$ cat config.mk
export PLATFORM = sky130hd
export DESIGN_NAME = bitmap_frame_allocator
export DESIGN_NICKNAME = d
export VERILOG_FILES = /design/src/rtl/bfa_pkg.sv /design/src/rtl/bfa_ram.sv /design/src/rtl/bfa_seq.sv /design/src/rtl/bfa_dp.sv /design/src/rtl/bitmap_frame_allocator.sv
export SDC_FILE = /design/constraint.sdc
export NUM_CORES = 2
export LEC_CHECK = 0
export ABC_AREA = 1
export BUFFER_PORTS_ARGS = -buffer_cell sky130_fd_sc_hd__buf_2
export CORE_ASPECT_RATIO = 0.5
export CORE_MARGIN = 3
export CORE_UTILIZATION = 30
export CTS_CLUSTER_SIZE = 16
export DETAILED_ROUTE_END_ITERATION = 7
export SYNTH_ARGS = -nofsm -noshare
export SYNTH_HDL_FRONTEND = slang
export SYNTH_HIERARCHICAL = 1
export SYNTH_SLANG_ARGS = --single-unit
export TNS_END_PERCENT = 100
$ cat constraint.sdc
create_clock -name i_clk -period 10.8 [get_ports i_clk]
set_input_delay 1.62 -clock i_clk [delete_from_list [all_inputs] [get_ports i_clk]]
set_output_delay 1.62 -clock i_clk [all_outputs]
set_load 0.05 [all_outputs]
$ cat src/rtl/bfa_pkg.sv
`timescale 1ns / 1ps
`default_nettype none
// ----------------------------------------------------------------------------
// bfa_pkg
// Shared types, constants and control store of the frame allocator.
// ----------------------------------------------------------------------------
package bfa_pkg;

    localparam int MAX_FRAMES  = 1024;
    localparam int FRAME_SHIFT = 12;
    localparam int ADDR_W      = 32;
    localparam int WORD_W      = 32;
    localparam int BIT_W       = $clog2(WORD_W);
    localparam int N_WORDS     = MAX_FRAMES / WORD_W;
    localparam int WORD_IDX_W  = $clog2(N_WORDS);
    localparam int CNT_W       = $clog2(MAX_FRAMES) + 1;
    localparam int HI_W        = CNT_W - BIT_W;

    localparam int IN_TDATA_W  = 32;
    localparam int OUT_TDATA_W = 40;
    localparam int CFG_IDX_W   = 1;

    localparam logic [CFG_IDX_W-1:0] CFG_POOL_START = 1'd0;
    localparam logic [CFG_IDX_W-1:0] CFG_POOL_END   = 1'd1;

    localparam logic REQ_ALLOC = 1'b0;
    localparam logic REQ_FREE  = 1'b1;

    localparam int UPC_W = 4;

    localparam logic [UPC_W-1:0] ST_IDLE     = 4'd0;
    localparam logic [UPC_W-1:0] ST_DISPATCH = 4'd1;
    localparam logic [UPC_W-1:0] ST_ARD      = 4'd2;
    localparam logic [UPC_W-1:0] ST_ACHK     = 4'd3;
    localparam logic [UPC_W-1:0] ST_ANEXT    = 4'd4;
    localparam logic [UPC_W-1:0] ST_AFAIL    = 4'd5;
    localparam logic [UPC_W-1:0] ST_ASET     = 4'd6;
    localparam logic [UPC_W-1:0] ST_FCHK     = 4'd7;
    localparam logic [UPC_W-1:0] ST_FRD      = 4'd8;
    localparam logic [UPC_W-1:0] ST_FCLR     = 4'd9;
    localparam logic [UPC_W-1:0] ST_WAIT     = 4'd10;
    localparam logic [UPC_W-1:0] ST_EMIT     = 4'd11;

    typedef enum logic [3:0] {
        OP_NONE,
        OP_LOAD,
        OP_READ,
        OP_SCAN,
        OP_NEXT,
        OP_FAIL,
        OP_SET,
        OP_FCHK,
        OP_CLR,
        OP_EMIT
    } t_op;

    typedef enum logic [2:0] {
        J_NEXT,
        J_ALWAYS,
        J_NOIN,
        J_FREE,
        J_HIT,
        J_MORE,
        J_NOCLR,
        J_OUTBUSY
    } t_cond;

    typedef struct packed {
        t_op              op;
        t_cond            cond;
        logic [UPC_W-1:0] target;
    } t_uword;

    typedef struct packed {
        t_op  op;
        logic idle;
    } t_ctrl;

    typedef struct packed {
        logic hit;
        logic more;
        logic clr;
        logic out_busy;
    } t_stat;

    function automatic t_uword ucode(input logic [UPC_W-1:0] step);
        t_uword uw;
        case (step)
            ST_IDLE:     uw = '{OP_LOAD, J_NOIN,    ST_IDLE};
            ST_DISPATCH: uw = '{OP_NONE, J_FREE,    ST_FCHK};
            ST_ARD:      uw = '{OP_READ, J_NEXT,    ST_IDLE};
            ST_ACHK:     uw = '{OP_SCAN, J_HIT,     ST_ASET};
            ST_ANEXT:    uw = '{OP_NEXT, J_MORE,    ST_ARD};
            ST_AFAIL:    uw = '{OP_FAIL, J_ALWAYS,  ST_WAIT};
            ST_ASET:     uw = '{OP_SET,  J_ALWAYS,  ST_WAIT};
            ST_FCHK:     uw = '{OP_FCHK, J_NOCLR,   ST_WAIT};
            ST_FRD:      uw = '{OP_READ, J_NEXT,    ST_IDLE};
            ST_FCLR:     uw = '{OP_CLR,  J_NEXT,    ST_IDLE};
            ST_WAIT:     uw = '{OP_NONE, J_OUTBUSY, ST_WAIT};
            ST_EMIT:     uw = '{OP_EMIT, J_ALWAYS,  ST_IDLE};
            default:     uw = '{OP_NONE, J_ALWAYS,  ST_IDLE};
        endcase
        return uw;
    endfunction

endpackage
`default_nettype wire

$ cat src/rtl/bfa_ram.sv
`timescale 1ns / 1ps
`default_nettype none
// ----------------------------------------------------------------------------
// bfa_ram
// Single-port RAM, registered read; output holds when not reading.
// ----------------------------------------------------------------------------
module bfa_ram #(
    parameter int WIDTH = 32,
    parameter int DEPTH = 32
) (
    input  wire logic                     i_clk,
    input  wire logic                     i_we,
    input  wire logic                     i_re,
    input  wire logic [$clog2(DEPTH)-1:0] i_addr,
    input  wire logic [WIDTH-1:0]         i_wdata,
    output logic      [WIDTH-1:0]         o_rdata
);

    logic [WIDTH-1:0] r_mem [DEPTH];

    always_ff @(posedge i_clk) begin
        if (i_we) begin
            r_mem[i_addr] <= i_wdata;
        end
        if (i_re) begin
            o_rdata <= r_mem[i_addr];
        end
    end

endmodule
`default_nettype wire

$ cat src/rtl/bfa_seq.sv
`timescale 1ns / 1ps
`default_nettype none
// ----------------------------------------------------------------------------
// bfa_seq
// Microprogram sequencer: step counter, control store, conditional jumps.
// ----------------------------------------------------------------------------
module bfa_seq (
    input  wire logic          i_clk,
    input  wire logic          i_rst_n,
    input  wire logic          i_in_valid,
    input  wire logic          i_req_free,
    input  wire bfa_pkg::t_stat i_stat,
    output bfa_pkg::t_ctrl     o_ctrl
);
    import bfa_pkg::*;

    logic [UPC_W-1:0] r_upc;
    logic [UPC_W-1:0] n_upc;
    t_uword           uw;
    logic             take;

    always_comb begin
        uw = ucode(r_upc);
        case (uw.cond)
            J_NEXT:    take = 1'b0;
            J_ALWAYS:  take = 1'b1;
            J_NOIN:    take = !i_in_valid;
            J_FREE:    take = i_req_free;
            J_HIT:     take = i_stat.hit;
            J_MORE:    take = i_stat.more;
            J_NOCLR:   take = !i_stat.clr;
            J_OUTBUSY: take = i_stat.out_busy;
            default:   take = 1'b0;
        endcase
        n_upc       = take ? uw.target : r_upc + 1'b1;
        o_ctrl.op   = uw.op;
        o_ctrl.idle = (r_upc == ST_IDLE);
    end

    always_ff @(posedge i_clk) begin
        if (!i_rst_n) begin
            r_upc <= ST_IDLE;
        end else begin
            r_upc <= n_upc;
        end
    end

    property p_accept_dispatch;
        @(posedge i_clk) disable iff (!i_rst_n)
        (o_ctrl.idle && i_in_valid) |=> (r_upc == ST_DISPATCH);
    endproperty
    a_accept_dispatch: assert property (p_accept_dispatch)
        else $error("accepted beat did not reach dispatch");

    property p_emit_after_wait;
        @(posedge i_clk) disable iff (!i_rst_n)
        (r_upc == ST_EMIT) |-> $past(r_upc) == ST_WAIT;
    endproperty
    a_emit_after_wait: assert property (p_emit_after_wait)
        else $error("emit step entered without wait step");

endmodule
`default_nettype wire

$ cat src/rtl/bfa_dp.sv
`timescale 1ns / 1ps
`default_nettype none
// ----------------------------------------------------------------------------
// bfa_dp
// Datapath: pool registers, bitmap RAM with row valid bits, word scan,
// free decode and result register.
// ----------------------------------------------------------------------------
module bfa_dp (
    input  wire logic                                i_clk,
    input  wire logic                                i_rst_n,
    input  wire bfa_pkg::t_ctrl                      i_ctrl,
    input  wire logic                                i_accept,
    input  wire logic                                i_req_type,
    input  wire logic [bfa_pkg::ADDR_W-1:0]          i_frame_addr,
    input  wire logic                                i_cfg_we,
    input  wire logic [bfa_pkg::CFG_IDX_W-1:0]       i_cfg_index,
    input  wire logic [bfa_pkg::ADDR_W-1:0]          i_cfg_data,
    input  wire logic                                i_out_ready,
    output logic                                     o_req_free,
    output bfa_pkg::t_stat                           o_stat,
    output logic                                     o_out_valid,
    output logic [bfa_pkg::ADDR_W-1:0]               o_alloc_addr,
    output logic                                     o_ok
);
    import bfa_pkg::*;

    logic [ADDR_W-1:0]     r_start;
    logic [ADDR_W-1:0]     r_end;
    logic                  r_req;
    logic [ADDR_W-1:0]     r_addr;
    logic [CNT_W-1:0]      r_nframes;
    logic [WORD_IDX_W-1:0] r_word;
    logic [BIT_W-1:0]      r_bit;
    logic [ADDR_W-1:0]     r_res_addr;
    logic                  r_res_ok;
    logic                  r_out_valid;
    logic [ADDR_W-1:0]     r_out_addr;
    logic                  r_out_ok;
    logic [N_WORDS-1:0]    r_row_valid;

    logic [WORD_W-1:0]     rdata;
    logic [WORD_W-1:0]     eff;
    logic [WORD_W-1:0]     mask;
    logic [WORD_W-1:0]     free_bits;
    logic [WORD_W-1:0]     low;
    logic [WORD_W-1:0]     bit_sel;
    logic [BIT_W-1:0]      low_idx;
    logic [HI_W-1:0]       wext;
    logic [HI_W-1:0]       w1;
    logic [ADDR_W-1:0]     diff;
    logic [ADDR_W-1:0]     pages;
    logic [CNT_W-1:0]      cnt;
    logic                  in_pool;
    logic [ADDR_W-1:0]     page;
    logic [ADDR_W-1:0]     pdiff;
    logic [ADDR_W-1:0]     pidx;
    logic                  clr;
    logic [ADDR_W-1:0]     a_addr;
    logic                  we;
    logic                  re;
    logic [WORD_W-1:0]     wdata;

    always_comb begin
        eff       = r_row_valid[r_word] ? rdata : '0;
        wext      = HI_W'(r_word);
        w1        = wext + 1'b1;
        if (wext < r_nframes[CNT_W-1:BIT_W]) begin
            mask = '1;
        end else if (wext == r_nframes[CNT_W-1:BIT_W]) begin
            mask = (WORD_W'(1) << r_nframes[BIT_W-1:0]) - 1'b1;
        end else begin
            mask = '0;
        end
        free_bits = ~eff & mask;
        low       = free_bits & (~free_bits + 1'b1);
        low_idx   = '0;
        for (int i = 0; i < WORD_W; i++) begin
            if (low[i]) begin
                low_idx = low_idx | BIT_W'(i);
            end
        end

        diff  = r_end - r_start;
        pages = diff >> FRAME_SHIFT;
        if (r_end <= r_start) begin
            cnt = '0;
        end else if (pages > ADDR_W'(MAX_FRAMES)) begin
            cnt = CNT_W'(MAX_FRAMES);
        end else begin
            cnt = CNT_W'(pages);
        end

        in_pool = (r_addr >= r_start) && (r_addr < r_end);
        page    = {r_addr[ADDR_W-1:FRAME_SHIFT], {FRAME_SHIFT{1'b0}}};
        pdiff   = page - r_start;
        pidx    = pdiff >> FRAME_SHIFT;
        clr     = in_pool && (page >= r_start) && (pidx < ADDR_W'(MAX_FRAMES));

        a_addr  = r_start + (ADDR_W'({r_word, r_bit}) << FRAME_SHIFT);

        bit_sel = WORD_W'(1) << r_bit;
        we      = (i_ctrl.op == OP_SET) || (i_ctrl.op == OP_CLR);
        re      = (i_ctrl.op == OP_READ);
        wdata   = (i_ctrl.op == OP_SET) ? (eff | bit_sel) : (eff & ~bit_sel);
    end

    bfa_ram #(
        .WIDTH (WORD_W),
        .DEPTH (N_WORDS)
    ) u_map (
        .i_clk   (i_clk),
        .i_we    (we),
        .i_re    (re),
        .i_addr  (r_word),
        .i_wdata (wdata),
        .o_rdata (rdata)
    );

    always_ff @(posedge i_clk) begin
        if (!i_rst_n) begin
            r_start     <= '0;
            r_end       <= '0;
            r_row_valid <= '0;
            r_out_valid <= 1'b0;
        end else begin
            if (i_cfg_we) begin
                case (i_cfg_index)
                    CFG_POOL_START: r_start <= i_cfg_data;
                    CFG_POOL_END:   r_end   <= i_cfg_data;
                    default:        ;
                endcase
            end
            if (we) begin
                r_row_valid[r_word] <= 1'b1;
            end
            if (i_ctrl.op == OP_EMIT) begin
                r_out_valid <= 1'b1;
            end else if (i_out_ready) begin
                r_out_valid <= 1'b0;
            end
        end
    end

    always_ff @(posedge i_clk) begin
        case (i_ctrl.op)
            OP_LOAD: begin
                if (i_accept) begin
                    r_req     <= i_req_type;
                    r_addr    <= i_frame_addr;
                    r_nframes <= cnt;
                    r_word    <= '0;
                end
            end
            OP_SCAN: r_bit  <= low_idx;
            OP_NEXT: r_word <= r_word + 1'b1;
            OP_FAIL: begin
                r_res_addr <= '0;
                r_res_ok   <= 1'b0;
            end
            OP_SET: begin
                r_res_addr <= a_addr;
                r_res_ok   <= 1'b1;
            end
            OP_FCHK: begin
                r_res_addr <= '0;
                r_res_ok   <= in_pool;
                r_word     <= pidx[BIT_W +: WORD_IDX_W];
                r_bit      <= pidx[BIT_W-1:0];
            end
            OP_EMIT: begin
                r_out_addr <= r_res_addr;
                r_out_ok   <= r_res_ok;
            end
            default: ;
        endcase
    end

    assign o_req_free      = (r_req == REQ_FREE);
    assign o_stat.hit      = |free_bits;
    assign o_stat.more     = {w1, {BIT_W{1'b0}}} < r_nframes;
    assign o_stat.clr      = clr;
    assign o_stat.out_busy = r_out_valid && !i_out_ready;
    assign o_out_valid     = r_out_valid;
    assign o_alloc_addr    = r_out_addr;
    assign o_ok            = r_out_ok;

    property p_emit_free;
        @(posedge i_clk) disable iff (!i_rst_n)
        (i_ctrl.op == OP_EMIT) |-> !r_out_valid;
    endproperty
    a_emit_free: assert property (p_emit_free)
        else $error("result register overwritten before taken");

    property p_set_free_bit;
        @(posedge i_clk) disable iff (!i_rst_n)
        (i_ctrl.op == OP_SET) |-> !eff[r_bit];
    endproperty
    a_set_free_bit: assert property (p_set_free_bit)
        else $error("allocated frame already marked used");

    property p_clear_in_pool;
        @(posedge i_clk) disable iff (!i_rst_n)
        (i_ctrl.op == OP_CLR) |-> r_res_ok;
    endproperty
    a_clear_in_pool: assert property (p_clear_in_pool)
        else $error("bit cleared for address outside pool");

endmodule
`default_nettype wire

$ cat src/rtl/bitmap_frame_allocator.sv
`timescale 1ns / 1ps
`default_nettype none
// ----------------------------------------------------------------------------
// bitmap_frame_allocator
// First-fit allocator of 4 KiB page frames over a bitmap of used bits.
//
// Slave channel: one beat per request; tuser is the request kind (0 alloc,
// 1 free), tdata the byte address to free. Master channel: one beat per
// request with the allocated address and an ok flag. Config channel writes
// pool_start (index 0) and pool_end (index 1); it is always ready and must
// be written by the user only while the block is idle (not enforced).
// A free checks the address against the pool, then reads the bitmap word
// and clears its bit; a free that maps to no bitmap frame changes no bit.
// An allocate scans one bitmap word at a time (up to 32 words, one RAM read
// per 32-bit word) and takes the first free frame, or fails when none is
// free. The next request can be taken in the cycle after the result is loaded.
// Reset clears the pool registers and marks every frame free through one
// valid bit per bitmap word; no clearing pass is needed.
// A result waits in the output register while the next request runs; the
// sequencer stalls before loading a new result until that one is taken.
// ----------------------------------------------------------------------------
module bitmap_frame_allocator (
    input  wire logic                                i_clk,
    input  wire logic                                i_rst_n,
    input  wire logic                                i_s_tvalid,
    output logic                                     o_s_tready,
    input  wire logic [bfa_pkg::IN_TDATA_W-1:0]      i_s_tdata,  // [31:0] frame_addr
    input  wire logic                                i_s_tuser,  // [0] req_type
    output logic                                     o_m_tvalid,
    input  wire logic                                i_m_tready,
    output logic [bfa_pkg::OUT_TDATA_W-1:0]          o_m_tdata,  // [31:0] alloc_addr, [32] ok
    input  wire logic                                i_cfg_valid,
    output logic                                     o_cfg_ready,
    input  wire logic [bfa_pkg::CFG_IDX_W-1:0]       i_cfg_index,
    input  wire logic [bfa_pkg::ADDR_W-1:0]          i_cfg_data
);
    import bfa_pkg::*;

    t_ctrl             ctrl;
    t_stat             stat;
    logic              req_free;
    logic              accept;
    logic [ADDR_W-1:0] alloc_addr;
    logic              ok;

    assign o_s_tready  = ctrl.idle;
    assign accept      = i_s_tvalid && ctrl.idle;
    assign o_cfg_ready = 1'b1;
    assign o_m_tdata   = {{(OUT_TDATA_W - ADDR_W - 1){1'b0}}, ok, alloc_addr};

    bfa_seq u_seq (
        .i_clk      (i_clk),
        .i_rst_n    (i_rst_n),
        .i_in_valid (i_s_tvalid),
        .i_req_free (req_free),
        .i_stat     (stat),
        .o_ctrl     (ctrl)
    );

    bfa_dp u_dp (
        .i_clk        (i_clk),
        .i_rst_n      (i_rst_n),
        .i_ctrl       (ctrl),
        .i_accept     (accept),
        .i_req_type   (i_s_tuser),
        .i_frame_addr (i_s_tdata[ADDR_W-1:0]),
        .i_cfg_we     (i_cfg_valid),
        .i_cfg_index  (i_cfg_index),
        .i_cfg_data   (i_cfg_data),
        .i_out_ready  (i_m_tready),
        .o_req_free   (req_free),
        .o_stat       (stat),
        .o_out_valid  (o_m_tvalid),
        .o_alloc_addr (alloc_addr),
        .o_ok         (ok)
    );

    property p_busy_after_accept;
        @(posedge i_clk) disable iff (!i_rst_n)
        accept |=> !o_s_tready;
    endproperty
    a_busy_after_accept: assert property (p_busy_after_accept)
        else $error("request accepted twice in a row");

endmodule
`default_nettype wire

Yosys cells after proc, flatten, opt, wreduce, memory -nomap -nowiden
Memories as Yosys holds them, arrays and structs flattened. A register that Yosys moved wholly into a read port is not among the register bits.
Cells that the tools add are included.

storage, ports and cells
  bits in registers = 221
  latch bits = 0
  RAM bits = 1024
  memory bits (read-only) = 176
  input bits = 71
  output and inout bits = 43
  logic and storage cells = 166
  memories = 2

cells by class
  add/subtract/negate cells = 8
  multipliers = 0
  divide/modulo/power cells = 0
  $lt $le $gt $ge = 10
  equal/unequal tests = 23
  shifts and indexed selects = 2
  muxes and demuxes = 77
  bitwise logic cells = 8
  reduce and logical (&&, ||, !) cells = 22

memories
  memory            depth  width  read ports  clocked after Yosys merged registers in  write ports  RTL line       RTL
  u_dp.u_map.r_mem  32     32     1           1                                        1            bfa_ram.sv:19  logic [WIDTH-1:0] r_mem [DEPTH];
  (name not given)  16     11     1           1                                        0            bfa_pkg.sv:88  case (step)

operators by type and width
  cell                                                                            count
  32-bit 2-to-1 mux                                                               19
  32-bit AND                                                                      3
  32-bit NOT                                                                      3
  5-bit 2-to-1 mux                                                                18
  32-bit greater-or-equal comparator                                              2
  32-bit bitwise OR                                                               2
  32-bit one-hot mux with 2 select lines                                          1
  1-bit by 5-bit left shift with 32-bit output, first input constant              2
  32-bit subtractor                                                               2
  11-bit 2-to-1 mux                                                               5
  4-bit 2-to-1 mux                                                                10
  32-bit by 1-bit adder with 32-bit output, second input constant                 1
  32-bit by 22-bit adder with 32-bit output                                       1
  32-bit <= comparator                                                            1
  32-bit less-than comparator                                                     1
  32-bit OR reduction                                                             1
  32-bit by 1-bit subtractor with 32-bit output, second input constant            1
  20-bit by 11-bit > comparator with 1-bit output, second input constant          1
  20-bit by 11-bit less-than comparator with 1-bit output, second input constant  1
  4-bit by 3-bit equality test with 1-bit output, second input constant           4
  5-bit one-hot mux with 3 select lines                                           1
  3-bit equality test, second input constant                                      4
  1-bit 2-to-1 mux                                                                12
  3-bit 2-to-1 mux                                                                4
  31 further kinds                                                                50

Logic depth before layout (Yosys ltp)
  depth in word-level cells = 41
  depth in mapped cells = 32
  gate-level depth less buffers = 31

Hierarchy
The synthesis kept the hierarchy.

modules (own cells, without submodules)
  module                  instances  cells each  area an instance (sq um)  sequential area each (sq um)
  bfa_ram                 1          4091        43236.5                   31710.4
  bfa_dp                  1          2123        15168.3                   5545.3
  bfa_seq                 1          104         899.6                     300.3
  bitmap_frame_allocator  1          13          82.6                      0.0

Worst setup path before layout
No wires, ideal clock.

  path kind = register -> register
  start = register u_seq.r_upc[0]
  end = register u_dp.r_word[0], enable pin
  setup time = 320 ps
  data arrival time = 5407 ps
  required time = 10480 ps
  setup slack = 5073 ps
  stages on the path, launching flop included = 9
  path buffers = 0
  clock period less this slack = 5727 ps
  cell sequence = dfxtp_1 > inv_1 > ha_1 > nor3b_1 > nand2_1 > inv_1 > nand2_1 > nor3_1 > nand3b_1

between the ends
  cells in the longest elaborated chain, start to end = 4

RTL lines
  item                           RTL line                      RTL
  start, declared                bfa_seq.sv:17                 logic [UPC_W-1:0] r_upc;
  start signal, assigned         bfa_seq.sv:44                 r_upc <= n_upc;
  4-bit zero test                bfa_seq.sv:37                 o_ctrl.idle = (r_upc == ST_IDLE);
  via o_s_tready                 bitmap_frame_allocator.sv:26  output logic o_s_tready,
  1-bit logical AND              bitmap_frame_allocator.sv:47  assign accept = i_s_tvalid && ctrl.idle;
  via accept                     bitmap_frame_allocator.sv:42  logic accept;
  2-bit != test (no line)        n/a
  2-bit AND reduction (no line)  n/a
  end signal, assigned           bfa_dp.sv:155                 OP_NEXT: r_word <= r_word + 1'b1;
  end signal, assigned           bfa_dp.sv:167                 r_word <= pidx[BIT_W +: WORD_IDX_W];
  end, declared                  bfa_dp.sv:32                  logic [WORD_IDX_W-1:0] r_word;

The timed path passes the listed nets, and every way through them passes these cells.
A chain may end at the register's enable or synchronous reset.

==> impl_metrics.env <==
export IMPL_vias=42700
export IMPL_start_util_pct=30.5
export IMPL_cp_end_kind="register"
export IMPL_regToRegStartpoint="u_dp/r_word[2]"
export IMPL_start_kind="register"
export IMPL_critPathMaxStageDelay_ns=0.89
export IMPL_timing_rr_end="u_seq/uw[7]"
export IMPL_multiInputGateArea_um2=20000
export IMPL_startpoint="u_dp/r_word[2]"
export IMPL_synth_edf_count=1176
export IMPL_final_nets=6594
export IMPL_syn_mean_instance_area_um2=9.38
export IMPL_power_per_cell_area_nw_per_um2=219
export IMPL_power_leakage_nw=28.1
export IMPL_portBuffers=105
export IMPL_numCtsBuffers=134
export IMPL_die_h_um=321
export IMPL_finish_instance_area_um2=67600
export IMPL_rsz0062_at_grt="false"
export IMPL_ff2ff_setup_slack_ns=5.74
export IMPL_holdPathEnd="u_dp/o_alloc_addr[0]"
export IMPL_netlist_top_cells_area="edfxtp_1 (59%), nand2_1 (20%), dfxtp_1 (3.8%), ha_1 (2.7%), nor2_1 (2.1%)"
export IMPL_grt_first_pass_wirelength_um=247000
export IMPL_ys_seq_elements=1288
export IMPL_track_usage_pct=15.7
export IMPL_via_per_inst=4.68
export IMPL_hp_start="u_dp/r_res_addr[0]"
export IMPL_drt_iter0_markers=3563
export IMPL_pre_cts_slack_ns=5.79
export IMPL_synth_area_um2=59400
export IMPL_cts_tree="built"
export IMPL_post_route_period_util_pct=46.9
export IMPL_dp_cells=8868
export IMPL_cp_top_family="simple AND/OR/NAND/NOR gates"
export IMPL_fill_cells=19500
export IMPL_ys_flop_type="edfxtp_1"
export IMPL_antenna_found_initial=2
export IMPL_worstHoldPathType="reg2reg"
export IMPL_setup_viol=0
export IMPL_yosysWarnings=6
export IMPL_fin_ws_ns=5.74
export IMPL_cts_buffer_depth=3
export IMPL_wl_per_cell_um=18.0
export IMPL_drive_gt1_share_pct=8.10
export IMPL_postCtsSetupBuffers=0
export IMPL_area_growth_pct=13.9
export IMPL_holdPathStages=0
export IMPL_cts_hold_buf=0
export IMPL_maxCapViolations=0
export IMPL_final_cells=9109
export IMPL_slew_viol_final=0
export IMPL_cts_clk_slew_worst_paths_ns=0.06
export IMPL_top_level_ports=114
export IMPL_fin_setup_tns_ns=0
export IMPL_crit_fanout=16
export IMPL_synth_top_area_cell="edfxtp_1"
export IMPL_status="finished clean"
export IMPL_post_cts_resized=0
export IMPL_worstPathRequired_ns=11.43
export IMPL_core_um2=195000
export IMPL_ys_types=58
export IMPL_cts_sinks=1288
export IMPL_dr_pass1_iters=6
export IMPL_netlist_area_leader_share_pct=59.5
export IMPL_ys_async_sr_fraction_pct=0
export IMPL_overflow=0
export IMPL_insertion_delay_ns=0.78
export IMPL_grt_max_degree=183
export IMPL_globalplace_congestion=0.920
export IMPL_drc=0
export IMPL_vdd_drop_max_mv=0.161
export IMPL_final_hold_viol_count=0
export IMPL_synth_cells=6331
export IMPL_synth_top_cells_by_count="nand2_1 (3,192), edfxtp_1 (1,176), nor2_1 (333)"
export IMPL_cts_htree_levels=4
export IMPL_cts_root_buf="clkbuf_16"
export IMPL_placementRows=114
export IMPL_synth_seq_area_share_pct=63.2
export IMPL_yosysMostFrequentCell="nand2_1"
export IMPL_crit_buf_inv=3
export IMPL_wl_um=164000
export IMPL_p_total_w=0.0148
export IMPL_fmax_ghz=0.197
export IMPL_crit_slowest_cell="edfxtp_1"
export IMPL_cp_arrival_ns=5.70
export IMPL_ant_nets=0
export IMPL_cp_common_cell="nand2_1"
export IMPL_min_period_ns=5.06
export IMPL_reg2reg_depth=26
export IMPL_grt_pass1_vias=40100
export IMPL_dp_hpwl_um=96800
export IMPL_worstMarginPinSlew_ns=1.29
export IMPL_die_x_um=635
export IMPL_relSlewSlack_pct=13.7
export IMPL_seq_area_um2=37600
export IMPL_post_dp_cell_area_um2=63300
export IMPL_clock_skew_ns=0.0465
export IMPL_critPathKind="reg2reg"
export IMPL_die_area_um2=204000
[worst max path at each step]
stage                           to  cells past startpoint
floorplan           u_dp/r_word[0]                      8
global route           u_seq/uw[6]                     26
global placement       u_seq/uw[7]                     26
finish                 u_seq/uw[7]                     26
CTS                    u_seq/uw[7]                     26
detailed placement     u_seq/uw[7]                     26
[per-layer routing]
layer	vias to the layer above	share of wire [%]	track usage, %
met5	-	0	0
met4	0	2.2	4.20
met3	227	6.4	2.36
met2	1298	47	26.2
met1	20300	45	21.4
li1	20800	-	-
[sequential cells by signal, summed over array words and instances (netlist names)]
| name | count |
|---|---|
| u_dp/o_alloc_addr | 32 |
| u_dp/o_ok | 1 |
| u_dp/o_out_valid | 1 |
| u_dp/o_req_free | 1 |
| u_dp/r_addr | 32 |
| u_dp/r_bit | 5 |
| u_dp/r_end | 32 |
| u_dp/r_nframes | 11 |
| u_dp/r_res_addr | 32 |
| u_dp/r_res_ok | 1 |
| u_dp/r_row_valid | 32 |
| u_dp/r_start | 32 |
| u_dp/r_word | 5 |
| u_dp/u_map/o_rdata | 32 |
| u_dp/u_map/r_mem | 1024 |
| u_seq/r_upc | 4 |
| u_seq/uw | 11 |
[final cells by class]
type	instances	area share, %
Clock buffer	164	5.29
Multi-Input combinational cell	4442	29.5
Inverter	345	1.94
Timing Repair Buffer	183	1.74
Sequential cell	1288	55.5
Antenna cell	2	0.00740
Clock inverter	75	1.15
Tap cell	2610	4.83
[cells in the final DEF, fill, tap and decap left out, types with 38 or more instances in the layout]
cell	netlist	final
inv_1	324	323
nand3_1	134	134
edfxtp_1	1176	1176
nor2_4	4	38
ha_1	128	128
buf_2	77	105
nand4_1	42	42
a21oi_1	237	213
buf_4	17	73
nor2_1	333	298
nand2_1	3192	3192
o21ai_0	158	150
clkbuf_16	0	138
dfxtp_1	112	112
[through the flow]
stage                     util [%]  hold slack [ns]
after floorplan                  -            0.400
after global placement        32.4            0.401
after detailed placement      32.4            0.405
after CTS                     34.7            0.413
after global routing          34.7            0.413
final                         34.7            0.407
[power by group]
part | leakage, nW | internal, W | total, W | switching (W)
Combinational | 14.2 | 0.000952 | 0.00396 | 0.00301
Clock | 2.11 | 0.00262 | 0.00459 | 0.00197
Sequential | 11.7 | 0.00612 | 0.00626 | 0.000136
Total | 28.1 | 0.00970 | 0.0148 | 0.00511
[kinds of logic (layout without fill, tap and decap cells)]
group / count (synthesis) / count (layout) / synth area share (%)
AND/OR/NAND/NOR: 3818 / 3818 / 25.3
AO/OA/AOI/OAI: 450 / 450 / 4.03
XOR/XNOR: 37 / 37 / 0.546
buffers and inverters: 607 / 767 / 4.17
flip-flops: 1288 / 1288 / 63.2
adder cells (fa/ha/maj): 129 / 129 / 2.73
other: 2 / 10 / 0.0126
No activity file was read; power rests on OpenSTA's default activity.
